**config.mk**
```make
export PLATFORM = sky130hd
export DESIGN_NAME = utf8_stream_decoder_flat
export DESIGN_NICKNAME = d
export VERILOG_FILES = /design/src/design/u8d_pkg.sv /design/src/design/u8d_channels.sv /design/src/design/u8d_front.sv /design/src/design/u8d_queue.sv /design/src/design/u8d_back.sv /design/src/design/utf8_stream_decoder.sv /design/src/flat_wrapper.sv
export SDC_FILE = /design/constraint.sdc
export NUM_CORES = 1
export LEC_CHECK = 0
export BUFFER_PORTS_ARGS = -buffer_cell sky130_fd_sc_hd__buf_4
export CAP_MARGIN = 15
export CORE_ASPECT_RATIO = 0.8
export CORE_MARGIN = 4
export CORE_UTILIZATION = 59
export CTS_CLUSTER_DIAMETER = 120
export DETAILED_ROUTE_END_ITERATION = 10
export GPL_TIMING_DRIVEN = 0
export PLACE_DENSITY = 0.79
export SYNTH_ARGS = -nofsm -noshare
export SYNTH_HDL_FRONTEND = slang
export SYNTH_SLANG_ARGS = --single-unit
export TNS_END_PERCENT = 30
```
**constraint.sdc**
```tcl
create_clock -name clock -period 3.3 [get_ports clock]
set_input_delay 0.495 -clock clock [delete_from_list [all_inputs] [get_ports clock]]
set_output_delay 0.495 -clock clock [all_outputs]
set_load 0.03 [all_outputs]
```
**src/design/u8d_pkg.sv**
```systemverilog
`timescale 1ns / 1ps

package u8d_pkg;

   // Width of the byte position counter and of the position field.
   localparam int POS_W = 32;
   // Code point width; payload carried from the front to the back per byte.
   localparam int CP_W = 21;
   localparam int PAYLOAD_W = 7;
   localparam int CONT_BITS = 6;

   // Token queue between the classifier and the sequence engine.
   localparam int Q_DEPTH = 2;
   localparam int Q_IDX_W = $clog2(Q_DEPTH);
   localparam int Q_CNT_W = $clog2(Q_DEPTH + 1);

   // What the front makes of one accepted beat.
   typedef enum logic [2:0] {
      TK_ASCII,
      TK_LEAD2,
      TK_LEAD3,
      TK_LEAD4,
      TK_CONT,
      TK_UNSUP,
      TK_EOD
   } tok_kind_type;

   // Result status codes.
   typedef enum logic [2:0] {
      ST_OK          = 3'd0,
      ST_STRAY       = 3'd1,
      ST_UNSUPPORTED = 3'd2,
      ST_BAD_CONT    = 3'd3,
      ST_TRUNCATED   = 3'd4
   } status_type;

   typedef struct packed {
      tok_kind_type         kind;
      logic [PAYLOAD_W-1:0] payload;
      logic [POS_W-1:0]     pos;
   } token_type;

   // Queue status seen by its producer and consumer.
   typedef struct packed {
      logic can_push;
      logic can_pop;
   } q_stat_type;

endpackage

```
**src/design/u8d_channels.sv**
```systemverilog
`timescale 1ns / 1ps

// Input channel: one byte or an end-of-data marker per beat.
interface u8d_req_if;
   logic       valid;
   logic       ready;
   logic [7:0] byte_value;
   logic       end_of_data;

   modport source (output valid, output byte_value, output end_of_data, input ready);
   modport sink (input valid, input byte_value, input end_of_data, output ready);
endinterface

// Result channel: one decoded code point or error report per beat.
interface u8d_rsp_if;
   logic                       valid;
   logic                       ready;
   logic [u8d_pkg::CP_W-1:0]   code_point;
   logic [2:0]                 status;
   logic [u8d_pkg::POS_W-1:0]  byte_position;

   modport source (output valid, output code_point, output status, output byte_position,
                   input ready);
   modport sink (input valid, input code_point, input status, input byte_position,
                 output ready);
endinterface

```
**src/design/u8d_front.sv**
```systemverilog
`timescale 1ns / 1ps

module u8d_front (
   input  logic                clock,
   input  logic                reset,
   u8d_req_if.sink             req_if,
   input  u8d_pkg::q_stat_type q_stat,
   output logic                q_push,
   output u8d_pkg::token_type  q_token
);

   logic [u8d_pkg::POS_W-1:0] byte_count_ff;
   logic [u8d_pkg::POS_W-1:0] byte_count_in;
   logic                      accept;

   assign req_if.ready = q_stat.can_push;
   assign accept       = req_if.valid & req_if.ready;
   assign q_push       = accept;

   // Classify the beat and strip the marker bits off the payload.
   always_comb begin
      q_token.pos     = byte_count_ff;
      q_token.payload = '0;
      q_token.kind    = u8d_pkg::TK_UNSUP;
      if (req_if.end_of_data) begin
         q_token.kind = u8d_pkg::TK_EOD;
      end else if (!req_if.byte_value[7]) begin
         q_token.kind    = u8d_pkg::TK_ASCII;
         q_token.payload = req_if.byte_value[6:0];
      end else if (req_if.byte_value[7:6] == 2'b10) begin
         q_token.kind    = u8d_pkg::TK_CONT;
         q_token.payload = {1'b0, req_if.byte_value[5:0]};
      end else if (req_if.byte_value[7:5] == 3'b110) begin
         q_token.kind    = u8d_pkg::TK_LEAD2;
         q_token.payload = {2'b00, req_if.byte_value[4:0]};
      end else if (req_if.byte_value[7:4] == 4'b1110) begin
         q_token.kind    = u8d_pkg::TK_LEAD3;
         q_token.payload = {3'b000, req_if.byte_value[3:0]};
      end else if (req_if.byte_value[7:3] == 5'b11110) begin
         q_token.kind    = u8d_pkg::TK_LEAD4;
         q_token.payload = {4'b0000, req_if.byte_value[2:0]};
      end
   end

   // Position counter: every real byte advances it, end of data does not.
   always_comb begin
      byte_count_in = byte_count_ff;
      if (accept && !req_if.end_of_data) begin
         byte_count_in = byte_count_ff + 1'b1;
      end
   end

   always_ff @(posedge clock) begin
      if (reset) begin
         byte_count_ff <= '0;
      end else begin
         byte_count_ff <= byte_count_in;
      end
   end

endmodule

```
**src/design/u8d_queue.sv**
```systemverilog
`timescale 1ns / 1ps

module u8d_queue (
   input  logic                clock,
   input  logic                reset,
   input  logic                push,
   input  u8d_pkg::token_type  push_token,
   input  logic                pop,
   output u8d_pkg::token_type  pop_token,
   output u8d_pkg::q_stat_type stat
);

   u8d_pkg::token_type          entry_ff [u8d_pkg::Q_DEPTH];
   logic [u8d_pkg::Q_IDX_W-1:0] wr_ptr_ff, wr_ptr_in;
   logic [u8d_pkg::Q_IDX_W-1:0] rd_ptr_ff, rd_ptr_in;
   logic [u8d_pkg::Q_CNT_W-1:0] count_ff, count_in;

   function automatic logic [u8d_pkg::Q_IDX_W-1:0] next_ptr(
      input logic [u8d_pkg::Q_IDX_W-1:0] ptr
   );
      if (ptr == u8d_pkg::Q_IDX_W'(u8d_pkg::Q_DEPTH - 1)) begin
         return '0;
      end
      return ptr + 1'b1;
   endfunction

   assign stat.can_push = (count_ff != u8d_pkg::Q_CNT_W'(u8d_pkg::Q_DEPTH));
   assign stat.can_pop  = (count_ff != '0);
   assign pop_token     = entry_ff[rd_ptr_ff];

   // Pointer and fill bookkeeping; push and pop may happen together.
   always_comb begin
      wr_ptr_in = push ? next_ptr(wr_ptr_ff) : wr_ptr_ff;
      rd_ptr_in = pop ? next_ptr(rd_ptr_ff) : rd_ptr_ff;
      count_in  = count_ff;
      if (push && !pop) begin
         count_in = count_ff + 1'b1;
      end else if (pop && !push) begin
         count_in = count_ff - 1'b1;
      end
   end

   always_ff @(posedge clock) begin
      if (reset) begin
         wr_ptr_ff <= '0;
         rd_ptr_ff <= '0;
         count_ff  <= '0;
      end else begin
         wr_ptr_ff <= wr_ptr_in;
         rd_ptr_ff <= rd_ptr_in;
         count_ff  <= count_in;
      end
   end

   always_ff @(posedge clock) begin
      if (push) begin
         entry_ff[wr_ptr_ff] <= push_token;
      end
   end

endmodule

```
**src/design/u8d_back.sv**
```systemverilog
`timescale 1ns / 1ps

module u8d_back (
   input  logic                clock,
   input  logic                reset,
   input  u8d_pkg::q_stat_type q_stat,
   input  u8d_pkg::token_type  q_token,
   output logic                q_pop,
   u8d_rsp_if.source           rsp_if
);

   logic [1:0]                owed_ff, owed_in;
   logic [u8d_pkg::CP_W-1:0]  partial_ff, partial_in;
   logic                      out_valid_ff, out_valid_in;
   logic [u8d_pkg::CP_W-1:0]  out_cp_ff, out_cp_in;
   u8d_pkg::status_type       out_status_ff, out_status_in;
   logic [u8d_pkg::POS_W-1:0] out_pos_ff, out_pos_in;
   logic                      emit;
   logic [u8d_pkg::CP_W-1:0]  shifted;

   // Take a token whenever the output register is free or being drained.
   assign q_pop   = q_stat.can_pop & (~out_valid_ff | rsp_if.ready);
   assign shifted = {partial_ff[u8d_pkg::CP_W-u8d_pkg::CONT_BITS-1:0],
                     q_token.payload[u8d_pkg::CONT_BITS-1:0]};

   // Sequence engine: continuation bytes owed and the code point so far.
   always_comb begin
      owed_in       = owed_ff;
      partial_in    = partial_ff;
      emit          = 1'b0;
      out_cp_in     = '0;
      out_status_in = u8d_pkg::ST_OK;
      if (q_pop) begin
         if (owed_ff != 2'd0) begin
            case (q_token.kind)
               u8d_pkg::TK_EOD: begin
                  emit          = 1'b1;
                  out_status_in = u8d_pkg::ST_TRUNCATED;
                  owed_in       = 2'd0;
                  partial_in    = '0;
               end
               u8d_pkg::TK_CONT: begin
                  owed_in = owed_ff - 2'd1;
                  if (owed_ff == 2'd1) begin
                     emit       = 1'b1;
                     out_cp_in  = shifted;
                     partial_in = '0;
                  end else begin
                     partial_in = shifted;
                  end
               end
               default: begin
                  emit          = 1'b1;
                  out_status_in = u8d_pkg::ST_BAD_CONT;
                  owed_in       = 2'd0;
                  partial_in    = '0;
               end
            endcase
         end else begin
            case (q_token.kind)
               u8d_pkg::TK_ASCII: begin
                  emit      = 1'b1;
                  out_cp_in = u8d_pkg::CP_W'(q_token.payload);
               end
               u8d_pkg::TK_LEAD2: begin
                  owed_in    = 2'd1;
                  partial_in = u8d_pkg::CP_W'(q_token.payload);
               end
               u8d_pkg::TK_LEAD3: begin
                  owed_in    = 2'd2;
                  partial_in = u8d_pkg::CP_W'(q_token.payload);
               end
               u8d_pkg::TK_LEAD4: begin
                  owed_in    = 2'd3;
                  partial_in = u8d_pkg::CP_W'(q_token.payload);
               end
               u8d_pkg::TK_CONT: begin
                  emit          = 1'b1;
                  out_status_in = u8d_pkg::ST_STRAY;
               end
               u8d_pkg::TK_UNSUP: begin
                  emit          = 1'b1;
                  out_status_in = u8d_pkg::ST_UNSUPPORTED;
               end
               default: begin
                  // End of data while idle: nothing to report.
                  emit = 1'b0;
               end
            endcase
         end
      end
   end

   // Output register: holds a beat until the sink takes it.
   always_comb begin
      out_valid_in = out_valid_ff;
      out_pos_in   = q_token.pos;
      if (q_pop) begin
         out_valid_in = emit;
      end else if (rsp_if.ready) begin
         out_valid_in = 1'b0;
      end
   end

   always_ff @(posedge clock) begin
      if (reset) begin
         owed_ff      <= 2'd0;
         partial_ff   <= '0;
         out_valid_ff <= 1'b0;
      end else begin
         owed_ff      <= owed_in;
         partial_ff   <= partial_in;
         out_valid_ff <= out_valid_in;
      end
   end

   always_ff @(posedge clock) begin
      if (q_pop) begin
         out_cp_ff     <= out_cp_in;
         out_status_ff <= out_status_in;
         out_pos_ff    <= out_pos_in;
      end
   end

   assign rsp_if.valid         = out_valid_ff;
   assign rsp_if.code_point    = out_cp_ff;
   assign rsp_if.status        = out_status_ff;
   assign rsp_if.byte_position = out_pos_ff;

endmodule

```
**src/design/utf8_stream_decoder.sv**
```systemverilog
`timescale 1ns / 1ps

// UTF-8 stream decoder.
// req_if carries one beat per byte (byte_value), or an end_of_data marker that
// carries no byte. rsp_if carries one beat for each completed code point or
// error: code_point, status (ok, stray continuation, unsupported lead, bad
// continuation, truncated) and byte_position, the index of the byte that
// finished it, or for truncation the count of bytes seen so far.
// Lead bytes and continuations that do not finish a sequence give no beat,
// nor does end of data while no sequence is pending.
// A result is registered in the token queue and then in the output register.
// Throughput: one byte per clock while rsp_if is ready; the classifier, two-entry
// token queue and sequence engine each take a beat per cycle.
// When rsp_if stalls, the output register holds its beat, the queue fills,
// and req_if.ready drops once both queue entries are taken.
// Reset (synchronous) empties the queue and the output register, clears the
// pending sequence and returns the byte position counter to zero.
module utf8_stream_decoder (
   input  logic      clock,
   input  logic      reset,
   u8d_req_if.sink   req_if,
   u8d_rsp_if.source rsp_if
);

   u8d_pkg::q_stat_type q_stat;
   u8d_pkg::token_type  push_token;
   u8d_pkg::token_type  pop_token;
   logic                q_push;
   logic                q_pop;

   u8d_front u_front (
      .clock   (clock),
      .reset   (reset),
      .req_if  (req_if),
      .q_stat  (q_stat),
      .q_push  (q_push),
      .q_token (push_token)
   );

   u8d_queue u_queue (
      .clock      (clock),
      .reset      (reset),
      .push       (q_push),
      .push_token (push_token),
      .pop        (q_pop),
      .pop_token  (pop_token),
      .stat       (q_stat)
   );

   u8d_back u_back (
      .clock   (clock),
      .reset   (reset),
      .q_stat  (q_stat),
      .q_token (pop_token),
      .q_pop   (q_pop),
      .rsp_if  (rsp_if)
   );

   // Output register comes out of reset empty.
   a_reset_empty: assert property (@(posedge clock) reset |=> !rsp_if.valid)
      else $error("result valid right after reset");

   // Error beats never carry a code point.
   a_err_zero_cp: assert property (@(posedge clock) disable iff (reset)
      (rsp_if.valid && rsp_if.status != u8d_pkg::ST_OK) |-> rsp_if.code_point == '0)
      else $error("error result with nonzero code point");

   // Status stays within the defined codes.
   a_status_range: assert property (@(posedge clock) disable iff (reset)
      rsp_if.valid |-> (rsp_if.status == u8d_pkg::ST_OK
                        || rsp_if.status == u8d_pkg::ST_STRAY
                        || rsp_if.status == u8d_pkg::ST_UNSUPPORTED
                        || rsp_if.status == u8d_pkg::ST_BAD_CONT
                        || rsp_if.status == u8d_pkg::ST_TRUNCATED))
      else $error("undefined status code");

   // The engine never pops an empty queue, the front never pushes a full one.
   a_queue_bounds: assert property (@(posedge clock) disable iff (reset)
      (!q_pop || q_stat.can_pop) && (!q_push || q_stat.can_push))
      else $error("token queue overrun or underrun");

endmodule
```
**src/flat_wrapper.sv**
```systemverilog
// flat-port wrapper written by rule: the top's interface ports become plain ports
module utf8_stream_decoder_flat 
  (clock, reset, req_if_valid, req_if_byte_value, req_if_end_of_data, req_if_ready, rsp_if_valid, rsp_if_code_point, rsp_if_status, rsp_if_byte_position, rsp_if_ready);
  u8d_req_if req_if_i ();
  u8d_rsp_if rsp_if_i ();
  input  logic clock;
  input  logic reset;
  input wire logic [$bits(req_if_i.valid)-1:0] req_if_valid;
  input wire logic [$bits(req_if_i.byte_value)-1:0] req_if_byte_value;
  input wire logic [$bits(req_if_i.end_of_data)-1:0] req_if_end_of_data;
  output wire logic [$bits(req_if_i.ready)-1:0] req_if_ready;
  output wire logic [$bits(rsp_if_i.valid)-1:0] rsp_if_valid;
  output wire logic [$bits(rsp_if_i.code_point)-1:0] rsp_if_code_point;
  output wire logic [$bits(rsp_if_i.status)-1:0] rsp_if_status;
  output wire logic [$bits(rsp_if_i.byte_position)-1:0] rsp_if_byte_position;
  input wire logic [$bits(rsp_if_i.ready)-1:0] rsp_if_ready;
  assign req_if_i.valid = req_if_valid;
  assign req_if_i.byte_value = req_if_byte_value;
  assign req_if_i.end_of_data = req_if_end_of_data;
  assign req_if_ready = req_if_i.ready;
  assign rsp_if_valid = rsp_if_i.valid;
  assign rsp_if_code_point = rsp_if_i.code_point;
  assign rsp_if_status = rsp_if_i.status;
  assign rsp_if_byte_position = rsp_if_i.byte_position;
  assign rsp_if_i.ready = rsp_if_ready;
  utf8_stream_decoder u_core (.clock(clock), .reset(reset), .req_if(req_if_i), .rsp_if(rsp_if_i));
endmodule
```
# After elaboration in Yosys (flattened, before gate mapping)
# Memory sizes are Yosys's and may differ from the RTL's. A register that Yosys moved wholly into a read port is not among the register bits.
# Index checks and enable logic that the tools add are counted.
word_totals:
  ff_bits: 110
  mem_bits_rw: 84
  inputBits: 13
  output_inout_bits: 58
  word_cells: 89
  memories: 1
classes:
  n_addsub: 6
  n_eq_ne: 12
  mux: 39
  bitwise: 4
  reduce_logical: 17
memory_table:
  columns: ["memory", "words", "word_bits", "rd", "rd_ports_with_merged_regs", "wr", "line", "rtl"]
  rows:
  - ["u_core.u_queue.entry_ff", 2, 42, 1, 1, 1, "u8d_queue.sv:13", "u8d_pkg::token_type entry_ff [u8d_pkg::Q_DEPTH];"]
ops:
  columns: ["operator", "n"]
  rows:
  - ["21-bit two-way mux", 3]
  - ["15-bit two-way mux", 4]
  - ["10-bit two-way mux", 5]
  - ["32-bit by 1-bit adder with 32-bit output (second input constant)", 1]
  - ["1-bit two-way mux", 16]
  - ["7-bit two-way mux", 2]
  - ["3-bit == test (second input constant)", 4]
  - ["2-bit nonzero test", 5]
  - ["2-bit two-way mux", 4]
  - ["3-bit by 2-bit == test with 1-bit output (second input constant)", 2]
  - ["3-bit two-way mux", 2]
  - ["2-bit case mux with 3 select lines", 1]
  - ["3-bit case mux with 2 select lines", 1]
  - ["3-bit OR reduction", 2]
  - ["5-bit == test (second input constant)", 1]
  - ["4-bit == test (second input constant)", 1]
  - ["2-bit case mux with 2 select lines", 1]
  - ["2-bit AND reduction", 2]
  - ["4-bit nonzero test", 1]
  - ["2-bit by 1-bit subtractor with 2-bit output (second input constant)", 2]
  - ["3-bit by 1-bit == test with 1-bit output (second input constant)", 1]
  - ["1-bit logical AND", 3]
  - ["1-bit zero test", 3]
  - ["3-bit zero test", 1]
  - ["8 further kinds", 10]

# Longest topological paths before layout
# Gate-level depths: netlist of the first run.
logic_depth:
  depth_word: 7
  mapped_depth: 8
  ltp_nobuf: 8

# By module
# Synthesis of the first run repeated with hierarchy kept, for this count alone.
unflattened:
  cells_unflattened: 548
  hier_area_um2: 7752.4
by_module_without_submodules:
  columns: ["module", "instances", "cells_per_inst", "area_per_inst_um2", "seq_area_each_um2"]
  rows:
  - ["u8d_queue", 1, 153, 3238.1, 2622.5]
  - ["u8d_back", 1, 190, 2785.2, 2042.0]
  - ["u8d_front", 1, 205, 1729.2, 640.6]

# Worst setup path before layout of the first run
# Ideal clock, no wire load.
synth_timing:
  path_kind: "register to register"
  start: "reg u_core.u_queue.count_ff[1] (netlist bit)"
  end: "mem u_core.u_queue.entry_ff[0][0] (netlist bit), enable pin"
  setup_ns: 0.441
  arrival_ns: 2.657
  t_required_ns: 2.859
  setup_slack_ns: 0.202
  stages_incl_launch_ff: 5
  path_buffers: 0
  synth_period_minus_slack_ns: 3.098
  cell_sequence: "dfxtp_1 -> nor2b_2 -> inv_1 -> nand2_1 -> nor2_1"
synth_via:
  elab_chain_cells: 4
synth_rtl:
  columns: ["element", "line", "rtl"]
  rows:
  - ["from (decl)", "u8d_queue.sv:16", "logic [u8d_pkg::Q_CNT_W-1:0] count_ff, count_in;"]
  - ["from (signal assigned)", "u8d_queue.sv:51", "count_ff <= count_in;"]
  - ["2-bit inequality test", "u8d_queue.sv:27", "assign stat.can_push = (count_ff != u8d_pkg::Q_CNT_W'(u8d_pkg::Q_DEPTH));"]
  - ["named net req_if_ready", "flat_wrapper.sv:11", "output wire logic [$bits(req_if_i.ready)-1:0] req_if_ready;"]
  - ["1-bit bitwise AND", "u8d_front.sv:17", "assign accept = req_if.valid & req_if.ready;"]
  - ["1-bit two-way mux", "u8d_queue.sv:56", "if (push) begin"]
  - ["1-bit two-way mux (not written as such)", "u8d_queue.sv:57", "entry_ff[wr_ptr_ff] <= push_token;"]
  - ["to (decl)", "u8d_queue.sv:13", null]
# The timed path passes the listed nets, and every way through them passes these cells.

==> metrics.cfg, run 1 <==
[status]
status=finished clean

[sta]
skew_ps=9.869
finalCriticalPeriod_ps=2379
slew_viol_final=0
worst_slew_pin_slew_ps=932.9
rsz0062_at_grt=no
max_freq_mhz=420.4
fin_crit_sh=0.7208
maxSlewHeadroom=0.3733
final-hold-violation-count=0
setup_viol=0

[min_path]
hp-class=in -> reg

[global_route]
grt_max_degree=40
first_global_vias=4515
grt.total_usage=0.2039
grt-ovfl-total=0
antenna_found_initial=0
grt_first_pass_wirelength_um=23060

[die]
dieHeight_um=109.4
initial_utilization=0.6126
coreArea_sq_um=12390
io_pins=71
dieArea_sq_um=14750
num_rows=36
die_x_um=134.8

[clock_tree]
postCtsSetupBuffers=0
clk_pin_slew_ps=70
cts_resized=0
cts-root-buf=clkbuf_16
clockBufferDepth=2
clk_latency_ps=430
clock-sinks=195
cts_tree=yes
cts_max_level=4
hold_buffers=0
cts_buffers=17

[drt]
drcViolationCount=0
num_vias=4638
drtIter0Drc=414
drtAntennaViolNets=0
vias_per_cell=5.705
routed_wl_um=14140
dr.pass1.iters=4
wl_per_cell_um=17.39

[critical_path]
cp.arrival_ps=2560
path_class=reg -> reg
endpoint=u_core.u_back.rsp_if.byte_position[4]
startpoint_type=register
r2r_slack_ps=920
endpoint_kind=register
required_ps=3480
ff2ff_path_depth=4
reg2reg_to=u_core.u_back.rsp_if.byte_position[4]
cp_max_fo=10

[finish]
seq_area_sq_um=5305
layout_commonest_cell=edfxtp_1
diodes=0
final_area_sq_um=8962
nets=646
layout-drive-gt1-share=0.2601
area_delta_synth_final_pct=18.10
final_cell_mix=140 x edfxtp_1, 70 x buf_4, 55 x dfxtp_1
multiInputGateArea_sq_um=2143
nFillCells=812
final_cells=813
final_core_utilization=0.7235

[power_and_ir_drop]
ir_drop_mv=0.4470
power.density_nw_per_um2=893.9
power_leakage_nw=3.199
power_mw=8.012

[place]
io_buffers=69
dp_cells=781
dp_hpwl_um=9371
dpl_cell_area_sq_um=8397
place_congestion=0.8351

[logic_synthesis]
async_reset_ff_frac=0
yosysWarnings=0
netlist_instances=538
synth_top_area_frac=0.5540
synth_edf_count=140
syn-cell-area_sq_um=7589
syn-num-nets=555
avgSynthCellArea_sq_um=14.11
dominantRegCellSynth=edfxtp_1
yosysSeqAreaShare=0.6991
yosysTopAreaCell=edfxtp_1
synth_cell_types=52
synthTopCellsByArea=edfxtp_1 55%, dfxtp_1 15%, mux2_2 5.9%, xnor2_1 2.3%, nor2_1 2.3%
ys_ff_latch=195

[flow_run]
cap_violations=0

==> cell type report <==
class / count / share of cell area
inverters: 11 / 0.004607
clock buffers: 22 / 0.05068
plain buffers: 22 / 0.01201
well taps: 171 / 0.02387
multi-input cells: 310 / 0.2391
flip-flops and latches: 195 / 0.5919
repair buffers: 72 / 0.06534
clock inverters: 10 / 0.01242
==> worst min-delay path by stage <==
stage / startpoint / end / slack (ps) / cells past startpoint
CTS: req_if_byte_value[7] / u_core.u_queue.entry_ff[1][38] / 370 / 2
global placement: u_core.u_back.partial_ff[11] / u_core.u_back.partial_ff[11] / 460 / 2
global route: req_if_byte_value[7] / u_core.u_queue.entry_ff[1][38] / 370 / 2
floorplan: u_core.u_back.partial_ff[10] / u_core.u_back.partial_ff[10] / 440 / 2
detailed placement: u_core.u_back.partial_ff[14] / u_core.u_back.partial_ff[14] / 460 / 2
finish: rsp_if_ready / u_core.u_back.rsp_if.valid / 370 / 3
==> per-stage QoR <==
step           worst slack [ps]  hold slack (ps)  TNS (ps)
6_report                  921.2            374.9         0
5_1_grt                   784.1            370.4         0
4_1_cts                   876.0            370.2         0
3_5_place_dp              898.7            463.6         0
3_3_place_gp             -668.9            456.6    -28050
2_1_floorplan             201.9            444.6         0
==> power breakdown <==
part / total (mW) / switching, mW / internal [mW]
clock: 1.96 / 0.832 / 1.13
sequential: 3.52 / 0.181 / 3.34
combinational: 2.53 / 1.64 / 0.891
==> metal layers <==
layer,wire length (um),global-route usage,up-vias
li1,-,-,2183
met1,6355,0.2801,2284
met2,6702,0.3226,143
met3,836,0.04941,28
met4,243,0.07267,0
met5,0,0,-
==> synth_stat cells (5+ instances only) <==
master,number
nand2b_1,5
nand3_1,14
nor3_1,10
nor2_1,46
xnor2_1,20
dfxtp_1,55
or3_1,6
o21ai_0,19
mux2_2,40
and2_1,18
nand4_1,14
buf_2,5
nand2_1,18
a21oi_1,16
edfxtp_1,140
a31o_2,7
nor4_1,10
xor2_1,12
inv_1,11
clkbuf_1,12
and3_1,10
nor3b_1,12
==> state kept, by name (all words and copies together) (netlist names), named ones only <==
name	flops
u_core.u_queue.count_ff	2
u_core.u_queue.wr_ptr_ff	1
u_core.u_back.rsp_if.byte_position	32
u_core.u_back.partial_ff	15
u_core.u_back.rsp_if.code_point	21
u_core.u_front.byte_count_ff	32
u_core.u_queue.entry_ff	84
u_core.u_back.rsp_if.status	3
u_core.u_back.rsp_if.valid	1
u_core.u_back.owed_ff	2
u_core.u_queue.rd_ptr_ff	1
==> worst max-delay path, stage by stage, from the launching register on <==
cell and delay [ps]:
dfxtp_1 450, clkbuf_1 390, buf_1 510, buf_2 380, mux2_2 390
==> cells by family after synthesis <==
logic type                 share of synthesized area
adders and majority gates                   0.006595
AOI/OAI and AO/OA                            0.04518
buffers and inverters                        0.01962
muxes                                        0.06068
and+or+nand+nor                               0.1319
xor gates and xnor gates                     0.03693
DFF                                           0.6991
No activity file was read; power rests on OpenSTA's default activity.
==> run 2, diff against run 1 <==
ABC_AREA = 1   (was not set)
clock period = 2.4 ns   (was 3.3 ns; I/O delays follow)
==> run 2 against run 1 <==
Register-to-register slack lost 500 ps. Largest cell class unchanged. Fmax grew 20%. Via count grew 22%. Power grew 50%. First-iteration DRC count grew 27%.
==> metrics.cfg, run 2 <==
[power_and_ir_drop]
seqPwrFrac=0.413  ; was 0.439
ir_drop_mv=0.7118  ; was 0.4470 mV
pwr-share-clk=0.233  ; was 0.245
power.density_nw_per_um2=1274  ; was 893.9 nW/um^2
pwr-share-comb=0.354  ; was 0.316
intPower_mw=7.589  ; was 5.361 mW
power_leakage_nw=3.696  ; was 3.199 nW
p_sw_mw=4.407  ; was 2.650 mW
p_sw_frac=0.3674  ; was 0.3308
power_mw=12.00  ; was 8.012 mW

[finish]
nets=895  ; was 646
regMostFlops=u_core.u_queue.entry_ff  ; unchanged
final_area_sq_um=9414  ; was 8962 sq um
seq_area_sq_um=5305  ; unchanged
layout_commonest_cell=nand2_1  ; was edfxtp_1
final_core_utilization=0.7211  ; was 0.7235
diodes=0  ; unchanged
final_cell_mix=220 x nand2_1, 140 x edfxtp_1, 102 x nor2_1  ; was 140 x edfxtp_1, 70 x buf_4, 55 x dfxtp_1
area_delta_synth_final_pct=17.82  ; was 18.10%
nFillCells=903  ; was 812
multiInputGateArea_sq_um=2238  ; was 2143 sq um
layout-drive-gt1-share=0.1728  ; was 0.2601
largest_register_ffs=84  ; unchanged

[clock_tree]
clk_pin_slew_ps=70  ; about the same
cts_tree=yes  ; unchanged
cts_resized=0  ; unchanged
cts-root-buf=clkbuf_16  ; unchanged
hold_buffers=0  ; unchanged
clk_latency_ps=430  ; about the same
postCtsSetupBuffers=0  ; unchanged
clockBufferDepth=2  ; unchanged
cts_max_level=4  ; unchanged
cts_buffers=17  ; unchanged
clock-sinks=195  ; unchanged

[critical_path]
cp.arrival_ps=2300  ; was 2560 ps
cp_slowest_cell=inv_2  ; was buf_1
endpoint=u_core.u_back.partial_ff[4]  ; was u_core.u_back.rsp_if.byte_position[4]
reg2reg_to=u_core.u_back.partial_ff[4]  ; was u_core.u_back.rsp_if.byte_position[4]
required_ps=2730  ; was 3480 ps
r2r_slack_ps=420  ; was 920 ps
ff2ff_path_depth=7  ; was 4
endpoint_kind=register  ; unchanged
cp_max_fo=36  ; was 10
cp-startpoint=u_core.u_queue.count_ff[0]
reg2reg_from=u_core.u_queue.count_ff[0]
startpoint_type=register  ; unchanged
path_class=reg -> reg  ; unchanged
max_stage_delay_ps=530  ; was 510 ps
cp_cell_sequence=o21ai_1, inv_2, buf_12, nand2_4, buf_6, a21oi_1, nor2_1  ; was clkbuf_1, buf_1, buf_2, mux2_2

[logic_synthesis]
yosysTopAreaCell=edfxtp_1  ; unchanged
synth_edf_count=140  ; unchanged
yosysWarnings=0  ; unchanged
synth_top_area_frac=0.5262  ; was 0.5540
dominantRegCellSynth=edfxtp_1  ; unchanged
async_reset_ff_frac=0  ; unchanged
ys_ff_latch=195  ; unchanged
yosys-top-cells-count=220 x nand2_1, 140 x edfxtp_1, 104 x nor2_1, 79 x inv_1, 55 x dfxtp_1  ; was 140 x edfxtp_1, 55 x dfxtp_1, 46 x nor2_1, 40 x mux2_2, 20 x xnor2_1
yosysSeqAreaShare=0.6640  ; was 0.6991
syn-cell-area_sq_um=7990  ; was 7589 sq um
post-synth-top-count-cell=nand2_1  ; was edfxtp_1
netlist_instances=786  ; was 538
synthTopCellsByArea=edfxtp_1 53%, dfxtp_1 14%, nand2_1 10%, nor2_1 4.9%, inv_1 3.7%  ; was edfxtp_1 55%, dfxtp_1 15%, mux2_2 5.9%, xnor2_1 2.3%, nor2_1 2.3%
synth_cell_types=37  ; was 52
syn-num-nets=803  ; was 555
avgSynthCellArea_sq_um=10.17  ; was 14.11 sq um

[die]
dieArea_sq_um=15480  ; was 14750 sq um
dieHeight_um=112.1  ; was 109.4 um
num_rows=37  ; was 36
io_pins=71  ; unchanged
initial_utilization=0.6120  ; was 0.6126
coreArea_sq_um=13060  ; was 12390 sq um
die_x_um=138.1  ; was 134.8 um

[min_path]
hp-class=in -> reg  ; unchanged
min_from=reset  ; was rsp_if_ready

[sta]
setup_viol=0  ; unchanged
slew_viol_final=0  ; unchanged
worst_slew_pin_slew_ps=725.4  ; was 932.9 ps
skew_ps=9.842  ; was 9.869 ps
finalCriticalPeriod_ps=1978  ; was 2379 ps
maxSlewHeadroom=0.5153  ; was 0.3733
fin_crit_sh=0.8244  ; was 0.7208
max_freq_mhz=505.4  ; was 420.4 MHz
rsz0062_at_grt=no  ; unchanged
final-hold-violation-count=0  ; unchanged

[drt]
wl_per_cell_um=15.54  ; was 17.39 um
drcViolationCount=0  ; unchanged
routed_wl_um=16570  ; was 14140 um
num_vias=5670  ; was 4638
dr.pass1.iters=7  ; was 4
vias_per_cell=5.319  ; was 5.705
drtIter0Drc=527  ; was 414
drtAntennaViolNets=0  ; unchanged

[place]
place_congestion=0.9137  ; was 0.8351
io_buffers=70  ; was 69
dp_hpwl_um=11220  ; was 9371 um
dpl_cell_area_sq_um=8825  ; was 8397 sq um

[global_route]
grt_first_pass_wirelength_um=27490  ; was 23060 um
grt_max_degree=37  ; was 40
antenna_found_initial=0  ; unchanged
grt.total_usage=0.2240  ; was 0.2039
first_global_vias=5560  ; was 4515
grt-ovfl-total=0  ; unchanged

[status]
status=finished clean  ; unchanged

[flow_run]
cap_violations=0  ; unchanged

run 2: cell types whose count changed after synthesis, moves of 10 or more:
cell / delta
nor2_1: +58
and3_1: -10
xor2_1: -11
and2_1: -18
nand2_1: +202
mux2_2: -40
xnor2_1: -18
a21oi_1: +16
inv_1: +68
run 2: routing by layer:
| layer | GRT usage | part of all wire |
|---|---|---|
| met1 | 0.2999 | 0.43 |
| met2 | 0.3563 | 0.47 |
| met3 | 0.05111 | 0.073 |
| met4 | 0.09743 | 0.027 |
| met5 | 0 | 0 |
run 2: how the worst min path moves through the flow:
stage / to / slack, ps / depth (start not counted)
floorplan: register / 430 / 1
global placement: register / 430 / 1
detailed placement: register / 450 / 1
CTS: u_core.u_front.byte_count_ff[5] / 140 / 2
global route: u_core.u_front.byte_count_ff[5] / 160 / 2
finish: u_core.u_front.byte_count_ff[5] / 150 / 2
run 2: layout make-up:
class / count / area share
clock inverter: 11 / 0.01369
inverter: 88 / 0.03562
timing repair buffer: 73 / 0.06380
buffer: 21 / 0.01342
multi-input combinational: 482 / 0.2378
tap: 175 / 0.02326
clock buffer: 21 / 0.04891
sequential: 195 / 0.5635
run 2: worst max-delay path: cells and delay by family (launching register included):
family | cells | cell delay (ps)
buf+inv | 3 | 970
flops | 1 | 410
compound gates | 2 | 330
simple gates | 2 | 160
run 2: power by group through the flow:
stage	clock (mW)	combinational, mW	sequential (mW)
finish	2.80	4.24	4.95
global route	2.96	4.61	5.03
CTS	2.81	4.28	4.96
detailed placement	0	4.25	5.02
global placement	0	4.03	5.02
floorplan	0	1.77	6.03
run 2: cells by family (layout without fill, tap and decap cells):
| group | after synthesis | in the layout | synth area share |
|---|---|---|---|
| and+or+nand+nor | 406 | 406 | 0.2219 |
| DFF | 195 | 195 | 0.6640 |
| buffers and inverters | 109 | 214 | 0.05778 |
| AOI/OAI and AO/OA | 69 | 69 | 0.04682 |
| adders and majority gates | 4 | 4 | 0.006264 |
| xor gates and xnor gates | 3 | 3 | 0.003289 |
run 2: stage by stage:
step,TNS [ps],worst slack (ps),cells,hold slack [ps]
6_report,0,421.5,1066,148.5
5_1_grt,0,272.5,1066,155.6
4_1_cts,0,392.3,1066,142.3
3_5_place_dp,0,300.9,1034,452.3
3_3_place_gp,-71700,-1383,1031,433.8
2_1_floorplan,-20330,-484.1,786,425.5
==> run 3, diff against run 2 <==
clock period = 1.9 ns   (was 2.4 ns; I/O delays follow)
==> run 3 against run 2 <==
Cell count is 0.19% lower. Worst hold slack worse by 77 ps. Sequential power rose by 26%. Largest cell class unchanged.
==> metrics.cfg, run 3 (synthesis gave the netlist of run 2 again) <==
[power_and_ir_drop]
power_leakage_nw=3.680  ; was 3.696 nW
ir_drop_mv=0.8877  ; was 0.7118 mV
power_mw=14.91  ; was 12.00 mW
power.density_nw_per_um2=1591  ; was 1274 nW/um^2

[critical_path]
cp_cell_sequence=inv_2, nand2_4, nand2_2, nor2_4, buf_12  ; was o21ai_1, inv_2, buf_12, nand2_4, buf_6, a21oi_1, nor2_1
startpoint_type=register  ; unchanged
path_class=reg -> reg  ; unchanged
cp.arrival_ps=1900  ; was 2300 ps
cp_num_buf_inv=2  ; was 3
cp_max_fo=25  ; was 36
max_stage_delay_ps=510  ; was 530 ps
crit_family=simple AND/OR/NAND/NOR gates  ; was buffers and inverters
required_ps=2030  ; was 2730 ps
endpoint_kind=register  ; unchanged
cp_slowest_cell=nor2_4  ; was inv_2

[die]
dieArea_sq_um=15480  ; unchanged
coreArea_sq_um=13060  ; unchanged
die_x_um=138.1  ; unchanged
initial_utilization=0.6120  ; unchanged
io_pins=71  ; unchanged
num_rows=37  ; unchanged
dieHeight_um=112.1  ; unchanged

[finish]
diodes=0  ; unchanged
final_cells=1064  ; was 1066
final_cell_mix=220 x nand2_1, 140 x edfxtp_1, 100 x nor2_1  ; was 220 x nand2_1, 140 x edfxtp_1, 102 x nor2_1
area_delta_synth_final_pct=17.30  ; was 17.82%
regMostFlops=u_core.u_queue.entry_ff  ; unchanged
layout_commonest_cell=nand2_1  ; unchanged
nFillCells=923  ; was 903
layout-drive-gt1-share=0.1800  ; was 0.1728
multiInputGateArea_sq_um=2247  ; was 2238 sq um
nets=893  ; was 895
final_core_utilization=0.7179  ; was 0.7211
seq_area_sq_um=5308  ; was 5305 sq um
largest_register_ffs=84  ; unchanged

[place]
dp_hpwl_um=10940  ; was 11220 um
dp_cells=1034  ; unchanged
io_buffers=70  ; unchanged
post-place-ws_ps=-109.8  ; was 300.9 ps
place_congestion=0.8983  ; was 0.9137

[sta]
max_freq_mhz=565.2  ; was 505.4 MHz
final-hold-violation-count=0  ; unchanged
setup_viol=0  ; unchanged
fin_hold_ws_ps=71.30  ; was 148.5 ps
timing.final.ws_setup_ps=130.6  ; was 421.5 ps
skew_ps=11.30  ; was 9.842 ps
finalCriticalPeriod_ps=1769  ; was 1978 ps
maxSlewHeadroom=0.5795  ; was 0.5153
worst_slew_pin_slew_ps=629.3  ; was 725.4 ps
fin_crit_sh=0.9313  ; was 0.8244
rsz0062_at_grt=no  ; unchanged
slew_viol_final=0  ; unchanged

[global_route]
first_global_vias=5437  ; was 5560
grtUsageMet2=0.3401  ; was 0.3563
grt_first_pass_wirelength_um=26210  ; was 27490 um
grt-ovfl-total=0  ; unchanged
top_usage_layer=met2  ; unchanged
use_met3=0.06303  ; was 0.05111
grt_max_degree=38  ; was 37
grt.total_usage=0.2122  ; was 0.2240
antenna_found_initial=0  ; unchanged
gr-usage-met1=0.2827  ; was 0.2999

[clock_tree]
clk_latency_ps=430  ; about the same
clockBufferDepth=2  ; unchanged
cts-root-buf=clkbuf_16  ; unchanged
clock-sinks=195  ; unchanged
cts_max_level=4  ; unchanged
clk_pin_slew_ps=70  ; about the same
cts_buffers=17  ; unchanged
cts_tree=yes  ; unchanged

[drt]
dr.pass1.iters=5  ; was 7
num_vias=5591  ; was 5670
drtIter0Drc=385  ; was 527
routed_wl_um=15620  ; was 16570 um
wl_per_cell_um=14.68  ; was 15.54 um
drtAntennaViolNets=0  ; unchanged
vias_per_cell=5.255  ; was 5.319
drcViolationCount=0  ; unchanged

[flow_run]
cap_violations=0  ; unchanged

[min_path]
hp-class=in -> reg  ; unchanged

[status]
status=finished clean  ; unchanged

==> run 3: final timing paths <==
path,startpoint,to,slack [ps],cells after the start
setup / recovery,u_core.u_queue.count_ff[0],u_core.u_queue.entry_ff[0][20],130,5
hold / removal,reset,u_core.u_front.byte_count_ff[5],70,2
setup reg to reg,u_core.u_queue.count_ff[0],u_core.u_queue.entry_ff[0][20],130,5
hold reg to reg,u_core.u_back.partial_ff[14],u_core.u_back.partial_ff[14],460,2
==> run 3: area by class of cell <==
type	instances	area share
Buffer	19	0.01268
Clock buffer	18	0.04579
Clock inverter	14	0.01362
Inverter	88	0.03604
Multi-Input combinational cell	482	0.2398
Sequential cell	195	0.5663
Tap cell	175	0.02336
Timing Repair Buffer	73	0.06248
==> run 3: report_power, final <==
group	switching, mW	internal (mW)	total (mW)	leakage (nW)
logic	3.66	1.64	5.30	1.61
registers	0.345	5.92	6.26	1.81
clock network	1.53	1.82	3.34	0.265
==> run 3: stage by stage <==
step | TNS [ps] | instance area [sq um]
after floorplan | -12550 | 8000
after global placement | -52100 | 8745
after detailed placement | -1059 | 8810
after CTS | 0 | 9369
after global routing | 0 | 9373
final | 0 | 9373
==> run 3: worst register-to-register path, delay by kind of cell, from the launching register on <==
kind	cells	cell delay [ps]
buf+inv	2	340
simple gates	3	730
flops	1	380
==> run 3: routing by layer <==
layer  vias to the layer above  share of wire
met4                         0          0.022
li1                       2765              -
met2                       205           0.46
met5                         -              0
met3                        38          0.074
met1                      2583           0.44
==> run 3: what timing repair did <==
item / CTS / global route
resized for setup: 1 / 6
pin swaps: 0 / 0
gates cloned: 0 / 0
setup buffers: 0 / 0
endpoints found under the setup margin: 16 / 91
hold buffers: 0 / 0
